===== src/rtl/core/cba_pkg.sv =====
package cba_pkg;

    localparam int SAMPLE_W     = 16;
    localparam int HALF_W       = 6;
    localparam int MAX_HALF_DEF = 32;

    localparam int PADDR_W = 3;
    localparam int PDATA_W = 32;

    localparam logic REG_HALF_WINDOW = 1'b0;

endpackage


===== src/rtl/core/cba_ram.sv =====
module cba_ram #(
    parameter int WIDTH = 16,
    parameter int DEPTH = 64
) (
    input  logic                     aclk,
    input  logic                     we,
    input  logic [$clog2(DEPTH)-1:0] waddr,
    input  logic [WIDTH-1:0]         wdata,
    input  logic [$clog2(DEPTH)-1:0] raddr,
    output logic [WIDTH-1:0]         rdata
);

    logic [WIDTH-1:0] mem [DEPTH];
    logic [WIDTH-1:0] rdata_reg;

    always_ff @(posedge aclk) begin
        if (we) begin
            mem[waddr] <= wdata;
        end
        rdata_reg <= mem[raddr];
    end

    assign rdata = rdata_reg;

endmodule


===== src/rtl/core/centered_boxcar_average.sv =====
// Centered boxcar average over a stream of signed 16-bit waveform samples.
// Samples enter on the s_ stream; s_tlast marks the final sample of a waveform.
// Averages leave on the m_ stream; m_tlast marks the final average of a waveform.
// Output i is the sum of samples i-H+1 .. i+H, clipped to the waveform, divided
// by the number of samples in that range and rounded half away from zero.
// H is the half_window register on the APB port (0 acts as 1, values above
// MAX_HALF act as MAX_HALF); writing it restarts the current waveform.
// One transfer at a time is processed: a sample is not accepted until the
// previous one has been through the update and, if it yields an average, the
// one-bit-per-cycle restoring divider and the output register.
// On the last sample up to H more averages drain, each taking one history
// read per retired sample plus one divide.
// Results wait in an output register, so a new sample is accepted while the
// previous average is still waiting; a stalled receiver blocks only the next
// average. Reset clears the running sum, sample count and write pointer and
// sets half_window to 1; the history memory needs no clearing.
module centered_boxcar_average #(
    parameter int MAX_HALF = cba_pkg::MAX_HALF_DEF
) (
    input  logic                        aclk,
    input  logic                        aresetn,

    input  logic                        s_tvalid,
    output logic                        s_tready,
    input  logic [15:0]                 s_tdata,   // in_sample
    input  logic                        s_tlast,   // in_last

    output logic                        m_tvalid,
    input  logic                        m_tready,
    output logic [15:0]                 m_tdata,   // out_value
    output logic                        m_tlast,   // out_last

    input  logic                        psel,
    input  logic                        penable,
    input  logic                        pwrite,
    input  logic [cba_pkg::PADDR_W-1:0] paddr,
    input  logic [cba_pkg::PDATA_W-1:0] pwdata,
    output logic [cba_pkg::PDATA_W-1:0] prdata,
    output logic                        pready
);

    localparam int SW       = cba_pkg::SAMPLE_W;
    localparam int HAW      = cba_pkg::HALF_W;
    localparam int AW       = $clog2(2 * MAX_HALF);
    localparam int DEPTH    = 2 ** AW;
    localparam int HW       = $clog2(MAX_HALF + 1);
    localparam int CW       = $clog2(2 * MAX_HALF + 1);
    localparam int SUM_W    = SW + CW;
    localparam int NUM_W    = SUM_W + 1;
    localparam int DW       = CW + 1;
    localparam int ITW      = $clog2(NUM_W);

    localparam logic [2:0] ST_IDLE = 3'd0;
    localparam logic [2:0] ST_UPD  = 3'd1;
    localparam logic [2:0] ST_LAST = 3'd2;
    localparam logic [2:0] ST_DCHK = 3'd3;
    localparam logic [2:0] ST_DSUB = 3'd4;
    localparam logic [2:0] ST_DIV  = 3'd5;
    localparam logic [2:0] ST_OUT  = 3'd6;

    logic [2:0]              state_reg, state_next;
    logic [HAW-1:0]          half_reg, half_next;
    logic signed [SUM_W-1:0] sum_reg, sum_next;
    logic [CW-1:0]           seen_reg, seen_next;
    logic [AW-1:0]           wp_reg, wp_next;
    logic [SW-1:0]           x_reg, x_next;
    logic                    last_reg, last_next;
    logic                    drain_reg, drain_next;
    logic [HW-1:0]           k_reg, k_next;
    logic signed [SUM_W-1:0] ds_reg, ds_next;
    logic [CW-1:0]           dc_reg, dc_next;
    logic                    neg_reg, neg_next;
    logic [NUM_W-1:0]        num_reg, num_next;
    logic [DW-1:0]           rem_reg, rem_next;
    logic [NUM_W-1:0]        quo_reg, quo_next;
    logic [DW-1:0]           den_reg, den_next;
    logic [ITW-1:0]          it_reg, it_next;
    logic                    olast_reg, olast_next;
    logic                    mvalid_reg, mvalid_next;
    logic [SW-1:0]           mdata_reg, mdata_next;
    logic                    mlast_reg, mlast_next;

    logic                    cfg_wr;
    logic [HW-1:0]           h;
    logic [CW-1:0]           h_c;
    logic [CW-1:0]           win;
    logic                    mem_we;
    logic [AW-1:0]           mem_raddr;
    logic [SW-1:0]           mem_rdata;
    logic signed [SUM_W-1:0] rd_ext;
    logic signed [SUM_W-1:0] x_ext;
    logic signed [SUM_W-1:0] upd_sum;
    logic [CW-1:0]           upd_seen;
    logic [CW-1:0]           want;
    logic [CW-1:0]           kh;
    logic                    div_start;
    logic signed [SUM_W-1:0] div_s;
    logic [CW-1:0]           div_c;
    logic [SUM_W-1:0]        div_mag;
    logic [DW:0]             div_sh;
    logic                    div_ge;
    logic [NUM_W-1:0]        quo_neg;
    logic                    out_free;

    assign cfg_wr = psel && penable && pwrite && (paddr[2] == cba_pkg::REG_HALF_WINDOW);
    assign pready = 1'b1;
    assign prdata = (paddr[2] == cba_pkg::REG_HALF_WINDOW) ?
                    cba_pkg::PDATA_W'(half_reg) : '0;

    always_comb begin
        if (half_reg == '0) begin
            h = HW'(1);
        end else if (half_reg > HAW'(MAX_HALF)) begin
            h = HW'(MAX_HALF);
        end else begin
            h = HW'(half_reg);
        end
    end

    assign h_c = CW'(h);
    assign win = CW'({h, 1'b0});

    assign s_tready = (state_reg == ST_IDLE);
    assign m_tvalid = mvalid_reg;
    assign m_tdata  = mdata_reg;
    assign m_tlast  = mlast_reg;
    assign out_free = !mvalid_reg || m_tready;

    assign rd_ext  = {{(SUM_W-SW){mem_rdata[SW-1]}}, mem_rdata};
    assign x_ext   = {{(SUM_W-SW){x_reg[SW-1]}}, x_reg};
    assign upd_sum = ((seen_reg >= win) ? (sum_reg - rd_ext) : sum_reg) + x_ext;
    assign upd_seen = (seen_reg < win) ? seen_reg + 1'b1 : seen_reg;

    assign kh   = CW'(k_reg) - 1'b1 + h_c;
    assign want = (kh < seen_reg) ? kh : seen_reg;

    assign mem_we    = (state_reg == ST_UPD);
    assign mem_raddr = (state_reg == ST_IDLE) ? wp_reg - AW'(win) : wp_reg - AW'(dc_reg);

    assign div_mag = (div_s < 0) ? SUM_W'(-div_s) : SUM_W'(div_s);
    assign div_sh  = {rem_reg, num_reg[NUM_W-1]};
    assign div_ge  = div_sh >= {1'b0, den_reg};
    assign quo_neg = -quo_reg;

    cba_ram #(
        .WIDTH (SW),
        .DEPTH (DEPTH)
    ) u_hist (
        .aclk  (aclk),
        .we    (mem_we),
        .waddr (wp_reg),
        .wdata (x_reg),
        .raddr (mem_raddr),
        .rdata (mem_rdata)
    );

    always_comb begin
        state_next  = state_reg;
        half_next   = half_reg;
        sum_next    = sum_reg;
        seen_next   = seen_reg;
        wp_next     = wp_reg;
        x_next      = x_reg;
        last_next   = last_reg;
        drain_next  = drain_reg;
        k_next      = k_reg;
        ds_next     = ds_reg;
        dc_next     = dc_reg;
        olast_next  = olast_reg;
        mvalid_next = mvalid_reg;
        mdata_next  = mdata_reg;
        mlast_next  = mlast_reg;
        div_start   = 1'b0;
        div_s       = sum_reg;
        div_c       = seen_reg;

        if (mvalid_reg && m_tready) begin
            mvalid_next = 1'b0;
        end

        unique case (state_reg)
            ST_IDLE: begin
                if (s_tvalid) begin
                    x_next     = s_tdata;
                    last_next  = s_tlast;
                    state_next = ST_UPD;
                end
            end
            ST_UPD: begin
                sum_next  = upd_sum;
                seen_next = upd_seen;
                wp_next   = wp_reg + 1'b1;
                if (upd_seen > h_c) begin
                    div_start  = 1'b1;
                    div_s      = upd_sum;
                    div_c      = upd_seen;
                    olast_next = 1'b0;
                    state_next = ST_DIV;
                end else if (last_reg) begin
                    state_next = ST_LAST;
                end else begin
                    state_next = ST_IDLE;
                end
            end
            ST_LAST: begin
                ds_next    = sum_reg;
                dc_next    = seen_reg;
                k_next     = (h_c < seen_reg) ? h : HW'(seen_reg);
                drain_next = 1'b1;
                state_next = ST_DCHK;
            end
            ST_DCHK: begin
                if (dc_reg > want) begin
                    state_next = ST_DSUB;
                end else begin
                    div_start  = 1'b1;
                    div_s      = ds_reg;
                    div_c      = dc_reg;
                    olast_next = (k_reg == HW'(1));
                    state_next = ST_DIV;
                end
            end
            ST_DSUB: begin
                ds_next    = ds_reg - rd_ext;
                dc_next    = dc_reg - 1'b1;
                state_next = ST_DCHK;
            end
            ST_DIV: begin
                if (it_reg == '0) begin
                    state_next = ST_OUT;
                end
            end
            ST_OUT: begin
                if (out_free) begin
                    mvalid_next = 1'b1;
                    mdata_next  = neg_reg ? quo_neg[SW-1:0] : quo_reg[SW-1:0];
                    mlast_next  = olast_reg;
                    if (drain_reg) begin
                        if (k_reg == HW'(1)) begin
                            drain_next = 1'b0;
                            last_next  = 1'b0;
                            sum_next   = '0;
                            seen_next  = '0;
                            wp_next    = '0;
                            state_next = ST_IDLE;
                        end else begin
                            k_next     = k_reg - 1'b1;
                            state_next = ST_DCHK;
                        end
                    end else if (last_reg) begin
                        state_next = ST_LAST;
                    end else begin
                        state_next = ST_IDLE;
                    end
                end
            end
            default: begin
                state_next = ST_IDLE;
            end
        endcase

        if (cfg_wr) begin
            half_next = pwdata[HAW-1:0];
            sum_next  = '0;
            seen_next = '0;
            wp_next   = '0;
        end
    end

    always_comb begin
        neg_next = neg_reg;
        num_next = num_reg;
        rem_next = rem_reg;
        quo_next = quo_reg;
        den_next = den_reg;
        it_next  = it_reg;
        if (div_start) begin
            neg_next = (div_s < 0);
            num_next = NUM_W'({div_mag, 1'b0}) + NUM_W'(div_c);
            den_next = DW'({div_c, 1'b0});
            rem_next = '0;
            quo_next = '0;
            it_next  = ITW'(NUM_W - 1);
        end else if (state_reg == ST_DIV) begin
            rem_next = div_ge ? DW'(div_sh - {1'b0, den_reg}) : div_sh[DW-1:0];
            quo_next = {quo_reg[NUM_W-2:0], div_ge};
            num_next = {num_reg[NUM_W-2:0], 1'b0};
            if (it_reg != '0) begin
                it_next = it_reg - 1'b1;
            end
        end
    end

    always_ff @(posedge aclk) begin
        if (!aresetn) begin
            state_reg  <= ST_IDLE;
            half_reg   <= HAW'(1);
            sum_reg    <= '0;
            seen_reg   <= '0;
            wp_reg     <= '0;
            last_reg   <= 1'b0;
            drain_reg  <= 1'b0;
            mvalid_reg <= 1'b0;
        end else begin
            state_reg  <= state_next;
            half_reg   <= half_next;
            sum_reg    <= sum_next;
            seen_reg   <= seen_next;
            wp_reg     <= wp_next;
            last_reg   <= last_next;
            drain_reg  <= drain_next;
            mvalid_reg <= mvalid_next;
        end
    end

    always_ff @(posedge aclk) begin
        x_reg     <= x_next;
        k_reg     <= k_next;
        ds_reg    <= ds_next;
        dc_reg    <= dc_next;
        olast_reg <= olast_next;
        mdata_reg <= mdata_next;
        mlast_reg <= mlast_next;
        neg_reg   <= neg_next;
        num_reg   <= num_next;
        rem_reg   <= rem_next;
        quo_reg   <= quo_next;
        den_reg   <= den_next;
        it_reg    <= it_next;
    end

endmodule


===== config.mk =====
export PLATFORM = sky130hd
export DESIGN_NAME = centered_boxcar_average
export DESIGN_NICKNAME = d
export VERILOG_FILES = /design/src/rtl/core/cba_pkg.sv /design/src/rtl/core/cba_ram.sv /design/src/rtl/core/centered_boxcar_average.sv
export SDC_FILE = /design/constraint.sdc
export NUM_CORES = 2
export LEC_CHECK = 0
export BUFFER_PORTS_ARGS = -buffer_cell sky130_fd_sc_hd__buf_2
export CORE_MARGIN = 2
export CORE_UTILIZATION = 35
export CTS_CLUSTER_DIAMETER = 120
export DETAILED_ROUTE_END_ITERATION = 6
export HOLD_SLACK_MARGIN = 0.06
export PLACE_DENSITY_LB_ADDON = 0.05
export SLEW_MARGIN = 20
export SYNTH_ARGS = -nofsm -noshare
export SYNTH_HDL_FRONTEND = slang
export SYNTH_SLANG_ARGS = --single-unit

===== constraint.sdc =====
create_clock -name aclk -period 9.9 [get_ports aclk]
set_input_delay 1.98 -clock aclk [delete_from_list [all_inputs] [get_ports aclk]]
set_output_delay 1.98 -clock aclk [all_outputs]
set_load 0.05 [all_outputs]

# Yosys cells after proc, flatten, opt, wreduce, memory -nomap -nowiden
# Memories as Yosys holds them, arrays and structs flattened. A register that Yosys moved wholly into a read port is not among the register bits.
# Cells that the tools add are included.
dict set report totals {
  memories 1
  register_bits 179
  wordCells 157
  latchBits 0
  out_inout_bits 52
  ramBits 1024
  rom_bits 0
}
dict set report op_classes {
  multipliers 0
  n_bitwise 2
  mux 66
  n_reduce_logical 27
  shift 0
  eq_ne 15
  div_mod_pow 0
  n_addsub 16
  n_lt_le_gt_ge 9
}
# memory depth width rd rd_ports_with_merged_regs wr line_no
set mem_list {}
lappend mem_list {u_hist.mem 64 16 1 1 1 cba_ram.sv:13} ;# logic [WIDTH-1:0] mem [DEPTH];
# cell n
set ops {}
lappend ops {{23-bit two-way mux} 7}
lappend ops {{23-bit one-hot mux with 2 select lines} 3}
lappend ops {{6-bit two-way mux} 11}
lappend ops {{7-bit two-way mux} 7}
lappend ops {{24-bit two-way mux} 2}
lappend ops {{23-bit by 16-bit subtractor with 23-bit output} 2}
lappend ops {{7-bit one-hot mux with 2 select lines} 3}
lappend ops {{24-bit by 7-bit adder with 24-bit output} 1}
lappend ops {{6-bit one-hot mux with 2 select lines} 2}
lappend ops {{23-bit by 16-bit adder with 23-bit output} 1}
lappend ops {{23-bit by 1-bit less-than comparator with 1-bit output, second input constant} 1}
lappend ops {{23-bit negator} 1}
lappend ops {{3-bit one-hot mux with 6 select lines} 1}
lappend ops {{1-bit two-way mux} 17}
lappend ops {{16-bit two-way mux} 1}
lappend ops {{16-bit negator} 1}
lappend ops {{3-bit two-way mux} 5}
lappend ops {{7-bit less-than comparator} 2}
lappend ops {{2-bit != test, second input constant} 7}
lappend ops {{2-bit nonzero test} 6}
lappend ops {{6-bit subtractor} 2}
lappend ops {{3-bit == test, second input constant} 3}
lappend ops {{9-bit by 8-bit greater-or-equal comparator with 1-bit output} 1}
lappend ops {{8-bit two-way mux} 1}
lappend ops {{32 further kinds} 47}

# Longest topological paths before layout
dict set report depth {
  word_depth 13
  mapped_depth 47
  depth_no_buf 43
}

# By module
# A second synthesis with hierarchy kept.
dict set report hier_totals {
  hier_cells 3580
  area_unflattened_um2 54946.4
}
# mod seq_area_each_um2 area_per_inst_um2 cells_per_inst instances
set by_module_without_submodules {}
lappend by_module_without_submodules {cba_ram 31069.8 40042.2 1829 1}
lappend by_module_without_submodules {centered_boxcar_average 4604.4 14904.3 1751 1}

# Worst setup path before layout
# OpenSTA, ideal clock, no wires.
dict set report synth_timing {
  kind {register to register}
  startpoint {register half_reg[1]}
  endpoint {register num_reg[19], data pin}
  slack_ps 1501
  stages_incl_launch_ff 48
  required_ps 9640
  synth_period_minus_slack_ps 8399
  setup_ps 260
  arrival_time_ps 8139
  cell_sequence {dfxtp_1 -> nor4_1 -> nor2_1 -> nor2_1 -> inv_1 -> ha_1 -> inv_1 -> ha_1 -> inv_1 -> fa_1 -> inv_1 -> ha_1 -> nor2b_1 -> o21ai_0 -> nand2b_1 -> a21oi_1 -> nor2b_1 -> o21ai_0 -> (+12 left out) -> a22oi_1 -> o21a_1 -> clkbuf_1 -> buf_1 -> nor2_1 -> xnor2_1 -> ha_1 -> a21o_1 -> a21oi_1 -> nor2b_1 -> o21ai_0 -> nand2b_1 -> nand3_1 -> mux2i_1 -> nand4_1 -> nor4_2 -> xnor2_1 -> mux2_4}
}
dict set report synth_between {
  elab_chain_len 13
  word_cells_on_any_way 28
  cone_classes {add/sub (4); order compare (7); mux (16); reduce/logical (1)}
}
# item line_no
set synth_lines {}
lappend synth_lines {{start: declaration} centered_boxcar_average.sv:62} ;# logic [HAW-1:0] half_reg, half_next;
lappend synth_lines {{start signal: assignment} centered_boxcar_average.sv:306} ;# half_reg <= half_next;
lappend synth_lines {{6-bit > comparator} centered_boxcar_average.sv:113} ;# end else if (half_reg > HAW'(MAX_HALF)) begin
lappend synth_lines {{6-bit two-way mux} centered_boxcar_average.sv:113}
lappend synth_lines {{6-bit two-way mux (*)} centered_boxcar_average.sv:111} ;# if (half_reg == '0) begin
lappend synth_lines {{7-bit by 6-bit adder with 7-bit output} centered_boxcar_average.sv:134} ;# assign kh = CW'(k_reg) - 1'b1 + h_c;
lappend synth_lines {{7-bit less-than comparator} centered_boxcar_average.sv:135} ;# assign want = (kh < seen_reg) ? kh : seen_reg;
lappend synth_lines {{7-bit two-way mux} centered_boxcar_average.sv:135}
lappend synth_lines {{7-bit > comparator} centered_boxcar_average.sv:213} ;# if (dc_reg > want) begin
lappend synth_lines {{23-bit two-way mux} centered_boxcar_average.sv:213}
lappend synth_lines {{23-bit one-hot mux with 2 select lines} centered_boxcar_average.sv:181} ;# unique case (state_reg)
lappend synth_lines {{23-bit negator / 23-bit by 1-bit less-than comparator with 1-bit output (equally long branches)} centered_boxcar_average.sv:140} ;# assign div_mag = (div_s < 0) ? SUM_W'(-div_s) : SUM_W'(div_s);
lappend synth_lines {{23-bit two-way mux} centered_boxcar_average.sv:140}
lappend synth_lines {{24-bit by 7-bit adder with 24-bit output} centered_boxcar_average.sv:279} ;# num_next = NUM_W'({div_mag, 1'b0}) + NUM_W'(div_c);
lappend synth_lines {{24-bit two-way mux (*)} centered_boxcar_average.sv:277} ;# if (div_start) begin
lappend synth_lines {{net num_next[19]} centered_boxcar_average.sv:73} ;# logic [NUM_W-1:0] num_reg, num_next;
lappend synth_lines {{end signal: assignment} centered_boxcar_average.sv:325} ;# num_reg <= num_next;
lappend synth_lines {{end: declaration} centered_boxcar_average.sv:73}
# Mark *: on every way through the listed nets, which the timed path passes. The rest lies on a longest branch.
# A chain may end at the register's enable or synchronous reset.

# Worst setup path in the final report
dict set report layout_timing {
  startpoint {register half_reg[5]}
  endpoint {register num_reg[19], data pin}
}
# Same word-level chain as after synthesis.

==> reports/metrics.cfg <==
[outcome]
outcome=completed

[final_layout]
synthToLayoutAreaGrowth_pct=13.4
fin_util_pct=40.1
num-fill-cells=15015
layout.area.seq_um2=35700
drive_above_1_share_pct=9.04
largest_register_ffs=1024
multi_input_area_um2=18200
nNetsFinal=5057

[sta]
maxSlewViolCount=0
finClkSkew_ns=0.0301
rsz0062_at_grt=no
timing.final.setup_violations=0
fin_crit_sh_pct=89.9
finalSetupTns_ns=0
fmax_ghz=0.112
fin_crit_ns=8.90
hold_viol_final=0
slew_headroom_pct=23.5
worst_pin_slew_ns=1.14

[global_routing]
antenna_found_initial=3
grt_pass1_wl_um=246000
grt_pass1_vias=36216
grtUsageTotal_pct=20.4
grt_max_degree=123
grt_remaining_overflow=0

[power_and_ir_drop]
peakVddDrop_uv=237
internal_power_uw=11300
combPwrFrac_pct=41.4
p_clk_share_pct=26.3
switchingPower_uw=7870
seqPwrFrac_pct=32.3
p_leak_uw=0.0225
swShare_pct=41.0
power_density_nw_per_um2=306

[floorplanning]
start_util_pct=35.3
io_pins=111
core_um2=157000
die_h_um=402
fp.dieArea_um2=161000
row_count=145
dieWidth_um=402

[setup_path]
cp.required_ns=10.41
setup.worst_path.class=reg -> reg
worstSetupStartpointType=flop
crit_path_top_delay_cell=fa_1
critPathMaxFanout=29
critPathCaptureType=flop
reg2reg_from=half_reg[5]
rrSetupSlack_ns=1.0
cp.arrival_ns=9.41
worst-r2r-cell-count=41
cp_slowest_stage_delay_ns=0.59
rr_endpoint=num_reg[19]

[logic_synthesis]
synth_area_leader_cell=edfxtp_1
synth.most_common_cell=nand2_1
ys_seq_elements=1219
async_flop_share_pct=0
seq_area_frac_synth_pct=64.5
synth_area_leaders=edfxtp_1, nand2_1, dfxtp_1
synth_top_cell_area_share_pct=61.1
synth_area_um2=55300
synth_edf_count=1126
yosysWarnings=0
syn_area_per_cell_um2=11.5
yosysUniqueCellTypes=81
synth_commonest_cells=nand2_1, edfxtp_1, nand3_1, clkbuf_1, nor2_1
synthFlopType=edfxtp_1
netlist_instances=4813

[hold_path]
worstHoldStart=olast_reg
min_to=m_tlast
hold_path_class=reg -> reg
worst_hold_path.num_cells=0

[clock_network]
cts_tree=yes
clkLatencyLatePin_ns=0.79
cts_root_buffer=clkbuf_16
clkSinkCount=1219
cts_buffers=143
cts.path.max_buffers=3
path_clk_slew_ns=0.06
postCtsHoldBufs=0
cts_setup_buffers=0
ctsResizeCount=0
h-tree-depth=4

[routing]
drc_errors=0
drt-total-wl_um=168000
viasPerCell=5.25
vias=36918
dr.first_iter.drc_count=2613
post_drt_wl_per_cell_um=23.9
detail-route-antenna-nets=0
drtPass1Iterations=6

[place]
place_hpwl_um=98300
port_buffers=55
gp_congestion=0.773

[run]
max_cap_violations=0

==> kinds of logic (layout without fill, tap and decap cells) <==
logic type / after synthesis / count (layout) / synth area share [%]
and+or+nand+nor: 2059 / 2059 / 16.2
DFF: 1219 / 1219 / 64.5
AOI/OAI and AO/OA: 805 / 805 / 10.3
buffers and inverters: 427 / 555 / 3.09
adders and majority gates: 146 / 146 / 3.41
xor gates and xnor gates: 134 / 134 / 2.15
muxes: 21 / 21 / 0.400
other: 2 / 29 / 0.0136
==> area by class of cell <==
type,instances,share of cell area [%]
Clock buffer,196,6.17
Multi-Input combinational cell,3192,29.1
Antenna cell,2,0.00798
Clock inverter,63,0.925
Tap cell,2058,4.10
Timing Repair Buffer,186,2.21
Inverter,110,0.658
Sequential cell,1219,56.9
==> placed cells by master (no fill, tap or decap), types with 24 or more instances in the layout <==
cell type | synthesis | routed
nand3_1 | 306 | 306
a211oi_1 | 40 | 40
a21o_1 | 41 | 40
conb_1 | 2 | 27
edfxtp_1 | 1126 | 1126
and3_1 | 144 | 144
nand2_1 | 1258 | 1256
nor2_1 | 188 | 157
buf_2 | 0 | 55
clkbuf_1 | 260 | 47
xor2_1 | 45 | 45
a311oi_1 | 179 | 179
a22oi_1 | 26 | 26
clkinv_1 | 0 | 24
xnor2_1 | 88 | 87
o21ai_0 | 155 | 153
a21oi_1 | 120 | 117
nor3_1 | 31 | 30
clkbuf_16 | 0 | 146
nor2b_1 | 26 | 26
ha_1 | 138 | 138
a31oi_1 | 94 | 93
buf_4 | 27 | 119
a311o_1 | 33 | 33
dfxtp_1 | 93 | 93
nor2_2 | 0 | 26
inv_1 | 109 | 109
==> worst max-delay path, delay by kind of cell (launching register included) <==
family                   cells  cell delay [ns]
XOR/XNOR                     1             0.14
AO/OA/AOI/OAI               15             2.89
adder cells (fa/ha/maj)      6             2.09
flip-flops                   1             0.45
multiplexers                 2             0.38
AND/OR/NAND/NOR             12             2.08
buffers and inverters        5             0.58
==> worst max path at each step <==
stage                start          end  slack [ns]
6_report       half_reg[5]  num_reg[19]         1.0
5_1_grt        half_reg[5]  num_reg[21]        0.22
4_1_cts        half_reg[5]  num_reg[19]        0.89
3_5_place_dp   half_reg[5]  num_reg[15]        0.94
3_3_place_gp   half_reg[5]  num_reg[15]        0.91
2_1_floorplan  half_reg[1]  num_reg[19]        1.50
==> routing by layer <==
layer | track usage, % | vias to the layer above | wire, um
met2 | 36.0 | 645 | 84900
met5 | 0 | - | 0
met4 | 6.08 | 0 | 4360
met3 | 2.63 | 232 | 5560
met1 | 26.2 | 18325 | 73100
li1 | - | 17716 | -
==> power by group through the flow <==
stage                     Combinational [uW]  Sequential (uW)  Clock (uW)
after detailed placement                8070             6310           0
after floorplan                         5140             6330           0
after global routing                    8740             6220        5380
final                                   7950             6200        5060
after CTS                               8090             6200        5190
after global placement                  8060             6310           0
==> per-stage QoR <==
step	instances	worst slack [ns]	instance area (um2)	hold slack [ns]	power, uW
3_5_place_dp	6763	0.939	58300	0.427	14400
3_3_place_gp	6762	0.908	58200	0.427	14400
2_1_floorplan	4838	1.50	55400	0.400	11500
4_1_cts	7022	0.892	62700	0.441	19500
5_1_grt	7024	0.216	62700	0.451	20300
6_report	7026	0.998	62700	0.434	19200
Note: power is estimated with default switching activity, not from simulation.
